<file path="src/rtl/core/slt_pkg.sv">
// ----------------------------------------------------------------------------
// slt_pkg
// Shared types and codes for the sorted list table: request and response
// transfers, request and status codes, and the controller-to-datapath
// command and status bundles.
// ----------------------------------------------------------------------------
package slt_pkg;

	localparam int TABLE_DEPTH_DEF = 64;

	typedef enum logic [1:0] {
		REQ_INSERT = 2'd0,
		REQ_DELETE = 2'd1,
		REQ_GET    = 2'd2,
		REQ_LOCATE = 2'd3
	} req_type_t;

	typedef enum logic [1:0] {
		ST_OK    = 2'd0,
		ST_RANGE = 2'd1,
		ST_FULL  = 2'd2
	} status_t;

	typedef struct packed {
		req_type_t          req_type;
		logic signed [31:0] value;
		logic [6:0]         position;
	} slt_req_t;

	typedef struct packed {
		status_t            status;
		logic signed [31:0] value_out;
		logic [6:0]         found_position;
		logic [6:0]         entry_count;
	} slt_rsp_t;

	// Next value of the walk index
	typedef enum logic [2:0] {
		IDX_HOLD,
		IDX_COUNT,
		IDX_ZERO,
		IDX_POS_M1,
		IDX_INC,
		IDX_DEC
	} idx_sel_t;

	// Table address: the walk index or the slot below it
	typedef enum logic {
		ADDR_IDX,
		ADDR_IDX_M1
	} addr_sel_t;

	// Table write data: the request value or the entry just read
	typedef enum logic {
		WD_VALUE,
		WD_READ
	} wdata_sel_t;

	typedef struct packed {
		logic       load;
		idx_sel_t   idx_sel;
		logic       rd_en;
		addr_sel_t  rd_addr_sel;
		logic       wr_en;
		addr_sel_t  wr_addr_sel;
		wdata_sel_t wr_data_sel;
		logic       cnt_inc;
		logic       cnt_dec;
		logic       set_status;
		status_t    status;
		logic       cap_value;
		logic       set_found;
	} slt_cmd_t;

	typedef struct packed {
		req_type_t req_type;
		logic      full;
		logic      pos_bad;
		logic      idx_zero;
		logic      idx_at_count;
		logic      rd_gt;
		logic      rd_eq;
	} slt_sts_t;

endpackage

</file>
<file path="src/rtl/core/slt_datapath.sv">
// ----------------------------------------------------------------------------
// slt_datapath
// Table memory, entry count, walk index, request latch and response
// registers. Acts on commands from the controller and reports compares.
// ----------------------------------------------------------------------------
module slt_datapath #(
	parameter int TABLE_DEPTH = slt_pkg::TABLE_DEPTH_DEF
) (
	input  logic             clk,
	input  logic             arst_n,
	input  slt_pkg::slt_req_t req,
	input  slt_pkg::slt_cmd_t cmd,
	output slt_pkg::slt_sts_t sts,
	output slt_pkg::slt_rsp_t rsp
);
	import slt_pkg::*;

	localparam int AW = (TABLE_DEPTH > 1) ? $clog2(TABLE_DEPTH) : 1;
	localparam int CW = $clog2(TABLE_DEPTH + 1);
	localparam int PW = (CW > 7) ? CW : 7;

	logic [31:0]         mem_q [TABLE_DEPTH];
	logic [31:0]         rd_data_q;
	slt_req_t            req_q;
	logic [CW-1:0]       count_q;
	logic [CW-1:0]       idx_q;
	status_t             status_q;
	logic signed [31:0]  vout_q;
	logic [6:0]          found_q;

	logic [CW-1:0]       idx_m1;
	logic [CW-1:0]       idx_p1;
	logic [CW-1:0]       pos_m1;
	logic [AW-1:0]       rd_addr;
	logic [AW-1:0]       wr_addr;
	logic [31:0]         wr_data;
	logic [CW+6:0]       idx_p1_wide;
	logic [CW+6:0]       count_wide;

	assign idx_m1 = idx_q - 1'b1;
	assign idx_p1 = idx_q + 1'b1;
	assign pos_m1 = CW'(req_q.position) - 1'b1;

	// Select table addresses and write data
	assign rd_addr = (cmd.rd_addr_sel == ADDR_IDX) ? idx_q[AW-1:0] : idx_m1[AW-1:0];
	assign wr_addr = (cmd.wr_addr_sel == ADDR_IDX) ? idx_q[AW-1:0] : idx_m1[AW-1:0];
	assign wr_data = (cmd.wr_data_sel == WD_VALUE) ? req_q.value : rd_data_q;

	// Table memory: one write and one registered read per cycle
	always_ff @(posedge clk) begin
		if (cmd.wr_en) begin
			mem_q[wr_addr] <= wr_data;
		end
		if (cmd.rd_en) begin
			rd_data_q <= mem_q[rd_addr];
		end
	end

	// Hold the entry count
	always_ff @(posedge clk or negedge arst_n) begin
		if (!arst_n) begin
			count_q <= '0;
		end else if (cmd.cnt_inc) begin
			count_q <= count_q + 1'b1;
		end else if (cmd.cnt_dec) begin
			count_q <= count_q - 1'b1;
		end
	end

	// Latch the request, advance the walk index, update response fields
	always_ff @(posedge clk) begin
		if (cmd.load) begin
			req_q    <= req;
			status_q <= ST_OK;
			vout_q   <= '0;
			found_q  <= '0;
		end
		case (cmd.idx_sel)
			IDX_HOLD:   idx_q <= idx_q;
			IDX_COUNT:  idx_q <= count_q;
			IDX_ZERO:   idx_q <= '0;
			IDX_POS_M1: idx_q <= pos_m1;
			IDX_INC:    idx_q <= idx_p1;
			IDX_DEC:    idx_q <= idx_m1;
			default:    idx_q <= idx_q;
		endcase
		if (cmd.set_status) begin
			status_q <= cmd.status;
		end
		if (cmd.cap_value) begin
			vout_q <= rd_data_q;
		end
		if (cmd.set_found) begin
			found_q <= idx_p1_wide[6:0];
		end
	end

	assign idx_p1_wide = {7'd0, idx_p1};
	assign count_wide  = {7'd0, count_q};

	// Report compares to the controller
	assign sts.req_type     = req_q.req_type;
	assign sts.full         = (count_q == CW'(TABLE_DEPTH));
	assign sts.pos_bad      = (req_q.position == 7'd0) ||
	                          (PW'(req_q.position) > PW'(count_q));
	assign sts.idx_zero     = (idx_q == '0);
	assign sts.idx_at_count = (idx_q == count_q);
	assign sts.rd_gt        = ($signed(rd_data_q) > req_q.value);
	assign sts.rd_eq        = (rd_data_q == req_q.value);

	assign rsp.status         = status_q;
	assign rsp.value_out      = vout_q;
	assign rsp.found_position = found_q;
	assign rsp.entry_count    = count_wide[6:0];

endmodule

</file>
<file path="src/rtl/core/slt_ctrl.sv">
// ----------------------------------------------------------------------------
// slt_ctrl
// Request sequencer. Dispatches each request, walks the table one entry
// at a time through the datapath, and presents the response transfer.
// ----------------------------------------------------------------------------
module slt_ctrl (
	input  logic              clk,
	input  logic              arst_n,
	input  logic              req_valid,
	output logic              req_stall,
	output logic              rsp_valid,
	input  logic              rsp_stall,
	input  slt_pkg::slt_sts_t sts,
	output slt_pkg::slt_cmd_t cmd
);
	import slt_pkg::*;

	typedef enum logic [3:0] {
		S_IDLE,
		S_DISPATCH,
		S_INS_RD,
		S_INS_CMP,
		S_GP_RD,
		S_GP_CAP,
		S_DEL_RD,
		S_DEL_WR,
		S_LOC_RD,
		S_LOC_CMP,
		S_DONE
	} state_t;

	state_t state_q;
	state_t state_d;
	logic   req_stall_q;
	logic   rsp_valid_q;

	assign req_stall = req_stall_q;
	assign rsp_valid = rsp_valid_q;

	// Next state and datapath commands
	always_comb begin
		state_d         = state_q;
		cmd             = '0;
		cmd.idx_sel     = IDX_HOLD;
		cmd.rd_addr_sel = ADDR_IDX;
		cmd.wr_addr_sel = ADDR_IDX;
		cmd.wr_data_sel = WD_VALUE;
		cmd.status      = ST_OK;
		case (state_q)
			S_IDLE: begin
				if (req_valid) begin
					cmd.load = 1'b1;
					state_d  = S_DISPATCH;
				end
			end
			S_DISPATCH: begin
				case (sts.req_type)
					REQ_INSERT: begin
						if (sts.full) begin
							cmd.set_status = 1'b1;
							cmd.status     = ST_FULL;
							state_d        = S_DONE;
						end else begin
							cmd.idx_sel = IDX_COUNT;
							state_d     = S_INS_RD;
						end
					end
					REQ_DELETE, REQ_GET: begin
						if (sts.pos_bad) begin
							cmd.set_status = 1'b1;
							cmd.status     = ST_RANGE;
							state_d        = S_DONE;
						end else begin
							cmd.idx_sel = IDX_POS_M1;
							state_d     = S_GP_RD;
						end
					end
					REQ_LOCATE: begin
						cmd.idx_sel = IDX_ZERO;
						state_d     = S_LOC_RD;
					end
					default: state_d = S_DONE;
				endcase
			end
			// Insert: read the entry below the free slot, or write the value at slot zero
			S_INS_RD: begin
				if (sts.idx_zero) begin
					cmd.wr_en   = 1'b1;
					cmd.cnt_inc = 1'b1;
					state_d     = S_DONE;
				end else begin
					cmd.rd_en       = 1'b1;
					cmd.rd_addr_sel = ADDR_IDX_M1;
					state_d         = S_INS_CMP;
				end
			end
			// Insert: shift a larger entry up, or drop the value in
			S_INS_CMP: begin
				cmd.wr_en = 1'b1;
				if (sts.rd_gt) begin
					cmd.wr_data_sel = WD_READ;
					cmd.idx_sel     = IDX_DEC;
					state_d         = S_INS_RD;
				end else begin
					cmd.cnt_inc = 1'b1;
					state_d     = S_DONE;
				end
			end
			S_GP_RD: begin
				cmd.rd_en = 1'b1;
				state_d   = S_GP_CAP;
			end
			S_GP_CAP: begin
				cmd.cap_value = 1'b1;
				if (sts.req_type == REQ_GET) begin
					state_d = S_DONE;
				end else begin
					cmd.idx_sel = IDX_INC;
					state_d     = S_DEL_RD;
				end
			end
			// Delete: move each following entry down one slot
			S_DEL_RD: begin
				if (sts.idx_at_count) begin
					cmd.cnt_dec = 1'b1;
					state_d     = S_DONE;
				end else begin
					cmd.rd_en = 1'b1;
					state_d   = S_DEL_WR;
				end
			end
			S_DEL_WR: begin
				cmd.wr_en       = 1'b1;
				cmd.wr_addr_sel = ADDR_IDX_M1;
				cmd.wr_data_sel = WD_READ;
				cmd.idx_sel     = IDX_INC;
				state_d         = S_DEL_RD;
			end
			// Locate: scan upward until equal, larger, or end of table
			S_LOC_RD: begin
				if (sts.idx_at_count) begin
					state_d = S_DONE;
				end else begin
					cmd.rd_en = 1'b1;
					state_d   = S_LOC_CMP;
				end
			end
			S_LOC_CMP: begin
				if (sts.rd_eq) begin
					cmd.set_found = 1'b1;
					state_d       = S_DONE;
				end else if (sts.rd_gt) begin
					state_d = S_DONE;
				end else begin
					cmd.idx_sel = IDX_INC;
					state_d     = S_LOC_RD;
				end
			end
			S_DONE: begin
				if (!rsp_stall) begin
					state_d = S_IDLE;
				end
			end
			default: state_d = S_IDLE;
		endcase
	end

	// Hold state and registered handshake outputs
	always_ff @(posedge clk or negedge arst_n) begin
		if (!arst_n) begin
			state_q     <= S_IDLE;
			req_stall_q <= 1'b0;
			rsp_valid_q <= 1'b0;
		end else begin
			state_q     <= state_d;
			req_stall_q <= (state_d != S_IDLE);
			rsp_valid_q <= (state_d == S_DONE);
		end
	end

endmodule

</file>
<file path="src/rtl/core/sorted_list_table.sv">
// Sorted list table: one request in flight at a time, one response each.
// Insert moves each larger entry up one slot, delete moves each following entry
// down one slot, and locate passes each smaller entry until it meets an equal or
// larger one or the end of the table. The next request can be accepted in the
// cycle after the response transfer. Reset clears the entry count; table contents
// stay undefined.
// ----------------------------------------------------------------------------
// sorted_list_table
// Ascending table of signed 32-bit values with insert, delete, get and
// locate requests, built as a sequencer over a table memory datapath.
// ----------------------------------------------------------------------------
module sorted_list_table #(
	parameter int TABLE_DEPTH = slt_pkg::TABLE_DEPTH_DEF
) (
	input  logic              clk,
	input  logic              arst_n,
	input  logic              req_valid,
	output logic              req_stall,
	input  slt_pkg::slt_req_t req,
	output logic              rsp_valid,
	input  logic              rsp_stall,
	output slt_pkg::slt_rsp_t rsp
);
	import slt_pkg::*;

	slt_cmd_t cmd;
	slt_sts_t sts;

	// Sequence requests
	slt_ctrl u_ctrl (
		.clk       (clk),
		.arst_n    (arst_n),
		.req_valid (req_valid),
		.req_stall (req_stall),
		.rsp_valid (rsp_valid),
		.rsp_stall (rsp_stall),
		.sts       (sts),
		.cmd       (cmd)
	);

	// Hold the table and response
	slt_datapath #(
		.TABLE_DEPTH (TABLE_DEPTH)
	) u_datapath (
		.clk    (clk),
		.arst_n (arst_n),
		.req    (req),
		.cmd    (cmd),
		.sts    (sts),
		.rsp    (rsp)
	);

endmodule
</file>
<file path="config.mk">
export PLATFORM = sky130hd
export DESIGN_NAME = sorted_list_table
export DESIGN_NICKNAME = d
export VERILOG_FILES = /design/src/rtl/core/slt_pkg.sv /design/src/rtl/core/slt_datapath.sv /design/src/rtl/core/slt_ctrl.sv /design/src/rtl/core/sorted_list_table.sv
export SDC_FILE = /design/constraint.sdc
export NUM_CORES = 2
export LEC_CHECK = 0
export BUFFER_PORTS_ARGS = -buffer_cell sky130_fd_sc_hd__buf_2
export CORE_UTILIZATION = 44
export DETAILED_ROUTE_END_ITERATION = 16
export PLACE_DENSITY = 0.64
export SYNTH_ARGS = -nofsm -noshare
export SYNTH_HDL_FRONTEND = slang
export SYNTH_SLANG_ARGS = --single-unit
</file>
<file path="constraint.sdc">
create_clock -name clk -period 11.7 [get_ports clk]
set_input_delay 0.585 -clock clk [delete_from_list [all_inputs] [get_ports clk]]
set_output_delay 0.585 -clock clk [all_outputs]
set_load 0.05 [all_outputs]
</file>
Yosys cells after proc, flatten, opt, wreduce, memory -nomap -nowiden
Memory sizes are Yosys's and may differ from the RTL's. A register that Yosys moved wholly into a read port is not among the register bits.
Cells that the tools add are included.
{"block": "totals", "reg_bits": 102, "mem_bits_rw": 2048, "input_bits": 45, "output_inout_bits": 50, "elab_cells": 112, "n_memories": 1}
{"memory": "u_datapath.mem_q", "depth": 64, "word_bits": 32, "rd": 1, "rd_ports_with_merged_regs": 1, "write_ports": 1, "line_no": "slt_datapath.sv:22", "rtl": "logic [31:0] mem_q [TABLE_DEPTH];"}
{"block": "classes", "n_addsub": 5, "order_cmp": 2, "eq_ne": 22, "n_mux": 57, "n_reduce_logical": 14}
{"operator": "$mux 32", "count": 3}
{"operator": "$pmux 4 s11", "count": 1}
{"operator": "$mux 4", "count": 9}
{"operator": "$pmux 7 s5", "count": 1}
{"operator": "$eq 32x32->1", "count": 1}
{"operator": "$gt 32x32->1", "count": 1}
{"operator": "$mux 7", "count": 4}
{"operator": "$mux 3", "count": 7}
{"operator": "$sub 7x1->7 const B", "count": 3}
{"operator": "$eq 4x3->1 const B", "count": 4}
{"operator": "$eq 4x4->1 const B", "count": 4}
{"operator": "$mux 1", "count": 16}
{"operator": "$pmux 3 s5", "count": 1}
{"operator": "$add 7x1->7 const B", "count": 2}
{"operator": "$logic_not 7->1", "count": 2}
{"operator": "$mux 2", "count": 6}
{"operator": "$mux 6", "count": 2}
{"operator": "$pmux 4 s3", "count": 1}
{"operator": "$pmux 3 s3", "count": 1}
{"operator": "$eq 4x2->1 const B", "count": 2}
{"operator": "$reduce_bool 2->1", "count": 4}
{"operator": "$eq 7x7->1", "count": 1}
{"operator": "$eq 7x7->1 const B", "count": 1}
{"operator": "$gt 7x7->1", "count": 1}
{"operator": "15 further kinds", "count": 22}

Depth between registers and ports, before layout
{"block": "logic_depth", "ltp_word": 7, "depth_mapped": 20, "mapped_depth_nobuf": 17}

Cells and area by module
Synthesis repeated with hierarchy kept, for this count alone.
{"block": "unflattened", "cells_unflattened": 6888, "area_unflattened_um2": 94481.9}
{"mod": "slt_datapath", "instances": 1, "cells_each": 6796, "area_per_inst_um2": 93746.2, "seq_area_each_um2": 65307.6}
{"mod": "slt_ctrl", "instances": 1, "cells_each": 92, "area_per_inst_um2": 735.7, "seq_area_each_um2": 150.1}

Worst setup path after synthesis
OpenSTA, ideal clock, no wires.
{"block": "synth_timing", "kind": "flip-flop to flip-flop", "start": "reg u_datapath.idx_q[0]", "end": "mem u_datapath.mem_q[43][0] (enable)", "setup_time_ns": 0.421, "t_arrival_ns": 3.679, "t_required_ns": 11.279, "slack_ns": 7.600, "stages_incl_launch_ff": 13, "path_buffers": 3, "period_less_slack_ns": 4.100, "path_cell_list": "edfxtp_1 buf_1 inv_1 ha_1 buf_2 nor2b_1 clkbuf_1 nand3_1 nor2_1 nor2_1 o22ai_1 nand2_1 nor2_1"}
{"block": "synth_between", "word_cells_on_any_way": 7, "classes_between": "add/sub (1); mux (5); reduce/logical (1)"}
{"element": "start: declaration", "line_no": "slt_datapath.sv:26", "rtl": "logic [CW-1:0] idx_q;"}
{"element": "start signal: assignment", "line_no": "slt_datapath.sv:79", "rtl": "IDX_HOLD: idx_q <= idx_q;"}
{"element": "start signal: assignment", "line_no": "slt_datapath.sv:80", "rtl": "IDX_COUNT: idx_q <= count_q;"}
{"element": "start signal: assignment", "line_no": "slt_datapath.sv:82", "rtl": "IDX_POS_M1: idx_q <= pos_m1;"}
{"element": "$sub 7x1->7", "line_no": "slt_datapath.sv:40", "rtl": "assign idx_m1 = idx_q - 1'b1;"}
{"element": "via u_datapath.idx_m1[0]", "line_no": "slt_datapath.sv:31", "rtl": "logic [CW-1:0] idx_m1;"}
{"element": "$mux 6", "line_no": "slt_datapath.sv:46", "rtl": "assign wr_addr = (cmd.wr_addr_sel == ADDR_IDX) ? idx_q[AW-1:0] : idx_m1[AW-1:0];"}
{"element": "end: declaration", "line_no": "slt_datapath.sv:22"}
The timed path passes the listed nets, and every way through them passes these cells.

Worst setup path after layout
{"block": "layout_timing", "start": "reg u_datapath.idx_q[0]", "end": "reg u_datapath.rd_data_q[7] (read register of u_datapath.mem_q) (data pin)"}
{"block": "layout_between", "word_cells_on_any_way": 8, "classes_between": "add/sub (1); eq/ne (1); mux (5); reduce/logical (1)"}
{"element": "$sub 7x1->7", "line_no": "slt_datapath.sv:40"}
{"element": "via u_datapath.idx_m1[0]", "line_no": "slt_datapath.sv:31"}
{"element": "$mux 6", "line_no": "slt_datapath.sv:45", "rtl": "assign rd_addr = (cmd.rd_addr_sel == ADDR_IDX) ? idx_q[AW-1:0] : idx_m1[AW-1:0];"}
{"element": "end: declaration", "line_no": "slt_datapath.sv:23", "rtl": "logic [31:0] rd_data_q;"}
The timed path passes the listed nets, and every way through them passes these cells.
A chain may end at the register's enable or synchronous reset.

==> run_results.csv <==
group,metric,value,unit
sta,hold_ws,0.157,ns
sta,maxSlewHeadroom,8.17,%
power,p_per_area,273,mW/mm²
yosys,yosysWarnings,0,
clock_tree,cts_buffer_depth,3,
clock_tree,cts_setup_buffers,0,
critical_path,crit_fanout,122,
yosys,syn_nets,5065,
clock_tree,cts-resized-gates,0,
global_routing,overflow,0,
detailed_routing,drtIter0Drc,6042,
sta,tightest_slew,1.36,ns
yosys,avgSynthCellArea,17.3,µm²
yosys,synth_edf_count,2169,
clock_tree,cts_tree,"done",
yosys,synth.cell_area,0.0857,mm²
floorplan,fp-row-count,161,
place,place.gp.congestion,0.884,
detailed_routing,vias,47800,
floorplan,start_util,44.4,%
clock_tree,h-tree-depth,4,
sta,setup_viol,0,
clock_tree,cts_num_sinks,2182,
sta,fin_crit_sh,54.8,%
floorplan,dieArea,0.197,mm²
clock_tree,clk_pin_slew_worst_paths,0.06,ns
detailed_routing,first_pass_iters,7,
detailed_routing,drc,0,
power,peakVddDrop,0.000464,V
sta,hold_viol,0,
final_layout,area_growth,13.5,%
critical_path,worst_ep_required_time,12.30,ns
clock_tree,clk_latency,0.88,ns
clock_tree,cts_buffers,211,
sta,slew_viol_final,0,
detailed_routing,drt-total-wl,240000,µm
global_routing,grt_pass1_vias,45200,
power,p_leak,33.7,nW
detailed_routing,ant_nets,0,
sta,final.setup.tns,0,ns
final_layout,fin_nets,5276,
place,dp_hpwl,129000,µm
status,status,"finished, final reports clean",
place,numPortBuffers,94,
critical_path,endpoint_kind,"register",
sta,fmax,156,MHz
detailed_routing,wl_per_cell,30.5,µm
global_routing,grt_pass1_wl,336000,µm
critical_path,path_class,"reg -> reg",
yosys,yosys_most_used_dff,"edfxtp_1",
worst_hold_path,worstHoldPathType,"in -> async",
sta,rsz0062_at_grt,"false",
yosys,synth_cell_types,56,
final_layout,layout-drive-gt1-share,12.2,%
critical_path,cp-start-kind,"register",
yosys,async_reset_ff_share,0.596,%
sta,period_minus_slack,6.41,ns
yosys,postSynthCellCount,4967,
global_routing,grt_start_max_net_pins,141,
global_routing,track_usage,23.9,%
run,cap_violations,0,
sta,fin_skew,0.0479,ns
yosys,ys_seq_area_share,76.4,%
floorplan,die_w,443,µm
clock_tree,cts_root_buf,"clkbuf_16",
detailed_routing,routed_via_density,6.06,
floorplan,core,0.193,mm²
floorplan,die_h,443,µm
yosys,synth_seq_cells,2182,
global_routing,antenna_found_initial,28,
critical_path,worstPathArrival,7.01,ns
floorplan,io_pins,95,
[worst max-delay path: stages, from the launching register on]
cell and delay (ns):
edfxtp_1 0.60, inv_1 0.20, ha_1 0.33, nor2b_1 0.51, a31oi_4 0.25, xnor2_2 0.76, buf_12 0.58, buf_4 0.92
mux2i_1 0.30, o22ai_1 0.11, o21ai_0 0.20, o21ai_0 0.44, or4_1 0.65
[state kept, by name (all words and copies together) (netlist names)]
register              count
u_datapath.mem_q       2048
u_datapath.idx_q          7
u_datapath.sts            2
u_datapath.count_q        7
u_ctrl.req_stall          1
u_datapath.found_q        7
u_datapath.rd_data_q     32
u_datapath.vout_q        32
u_datapath.req_q         39
u_ctrl.state_q            4
u_ctrl.rsp_valid          1
u_datapath.status_q       2
[cell families after synthesis]
kind of cell	Yosys count	share of synthesized area, %
AND/OR/NAND/NOR	465	2.53
XOR/XNOR	28	0.286
buffers and inverters	334	1.60
AO/OA/AOI/OAI	836	5.90
multiplexers	1069	12.5
flip-flops	2182	76.4
adder cells (fa/ha/maj)	53	0.782
[per-layer routing]
metal / wire (µm) / part of all wire [%] / GRT usage [%]
met2: 111000 / 46 / 37.3
met1: 98200 / 41 / 33.6
met3: 23400 / 9.7 / 4.86
met5: 120 / 0.050 / 0
met4: 7670 / 3.2 / 7.99
[stage by stage]
| step | cell area [µm²] | instances | util (%) | setup WS [ns] | total power, mW |
|---|---|---|---|---|---|
| floorplan | 85700 | 4967 | - | 7.60 | 16.5 |
| global placement | 89900 | 7449 | 46.6 | 5.61 | 19.6 |
| detailed placement | 89900 | 7449 | 46.6 | 5.45 | 19.8 |
| CTS | 97300 | 7880 | 50.4 | 5.42 | 26.5 |
| global route | 97300 | 7881 | 50.4 | 5.08 | 27.4 |
| finish | 97300 | 7889 | 50.4 | 5.29 | 26.6 |
[repair_timing]
item / in CTS / in global routing
setup endpoints to repair: 0 / 0
hold buffers: 42 / 0
hold endpoints to repair: 54 / 0
[cells in the mapped netlist, types with 3 or more instances]
library cell | n | area (µm²)
inv_1 | 55 | 206
clkbuf_1 | 143 | 537
buf_1 | 39 | 146
and3_1 | 38 | 238
o32ai_1 | 4 | 35.0
nand3_1 | 20 | 100
nor3_1 | 13 | 65.1
nor2_1 | 263 | 987
a31oi_1 | 4 | 25.0
nor2b_1 | 11 | 68.8
o21a_1 | 3 | 22.5
a21oi_1 | 33 | 165
and2_1 | 4 | 25.0
or4_1 | 32 | 240
o221ai_1 | 6 | 52.6
mux2_2 | 42 | 473
o21ai_1 | 57 | 285
buf_2 | 97 | 485
o21ai_0 | 146 | 731
nor4_1 | 6 | 37.5
o22ai_1 | 550 | 3440
a22oi_1 | 6 | 45.0
nand4_1 | 11 | 68.8
a32oi_1 | 3 | 26.3
ha_1 | 52 | 651
mux2i_1 | 1027 | 10300
xor2_1 | 10 | 87.6
or3_1 | 4 | 25.0
dfrtp_1 | 13 | 325
nand2_1 | 42 | 158
edfxtp_1 | 2169 | 65100
nand2b_1 | 13 | 81.3
xnor2_1 | 18 | 158
a21o_1 | 5 | 37.5
[final cells by class]
type | instances | area (µm²)
well taps | 2526 | 3160
repair buffers | 277 | 2060
inverters | 55 | 206
multi-input cells | 2451 | 19500
clock inverters | 126 | 1440
clock buffers | 263 | 5500
flip-flops and latches | 2182 | 65500
fillers | 15600 | 95700
diodes | 9 | 22.5
[path summary, 6_finish.rpt]
| path | cells past startpoint | startpoint | slack (ns) | end |
|---|---|---|---|---|
| setup / recovery | 12 | u_datapath.idx_q[0] | 5.29 | u_datapath.rd_data_q[7] |
| hold / removal | 2 | arst_n | 0.16 | u_datapath.count_q[4] |
| setup reg to reg | 12 | u_datapath.idx_q[0] | 5.29 | u_datapath.rd_data_q[7] |
| hold reg to reg | 1 | u_datapath.count_q[6] | 0.60 | u_datapath.count_q[6] |
| max in group asynchronous | 2 | arst_n | 11.30 | u_ctrl.req_stall |
| min in group clk | 4 | rsp_stall | 0.18 | u_ctrl.state_q[3] |
[where the power goes]
group / switching [mW] / total [mW] / internal, mW
sequential: 0.321 / 9.87 / 9.55
clock: 2.94 / 6.80 / 3.86
combinational: 6.50 / 9.89 / 3.39
total: 9.76 / 26.6 / 16.8
[cell usage in the layout, fill, tap and decap left out, drive strengths merged, types with 5 or more instances in the layout]
master and n:
a22oi 6, a21o 5, diode 9, or4 32, buf 235, o221ai 6, inv 62, a21oi 33
nor3 13, bufinv 23, ha 52, clkinv 91, nor4 6, edfxtp 2169, dfrtp 13, clkinvlp 5
nand2 42, mux2 42, nor2b 11, nand2b 13, and3 38, o22ai 550, dlygate4sd3 42, o21ai 203
nand4 11, nor2 263, mux2i 1027, clkbuf 263, a31oi 5, nand3 20, xor2 10, xnor2 18
(Power assumes the default switching activity.)
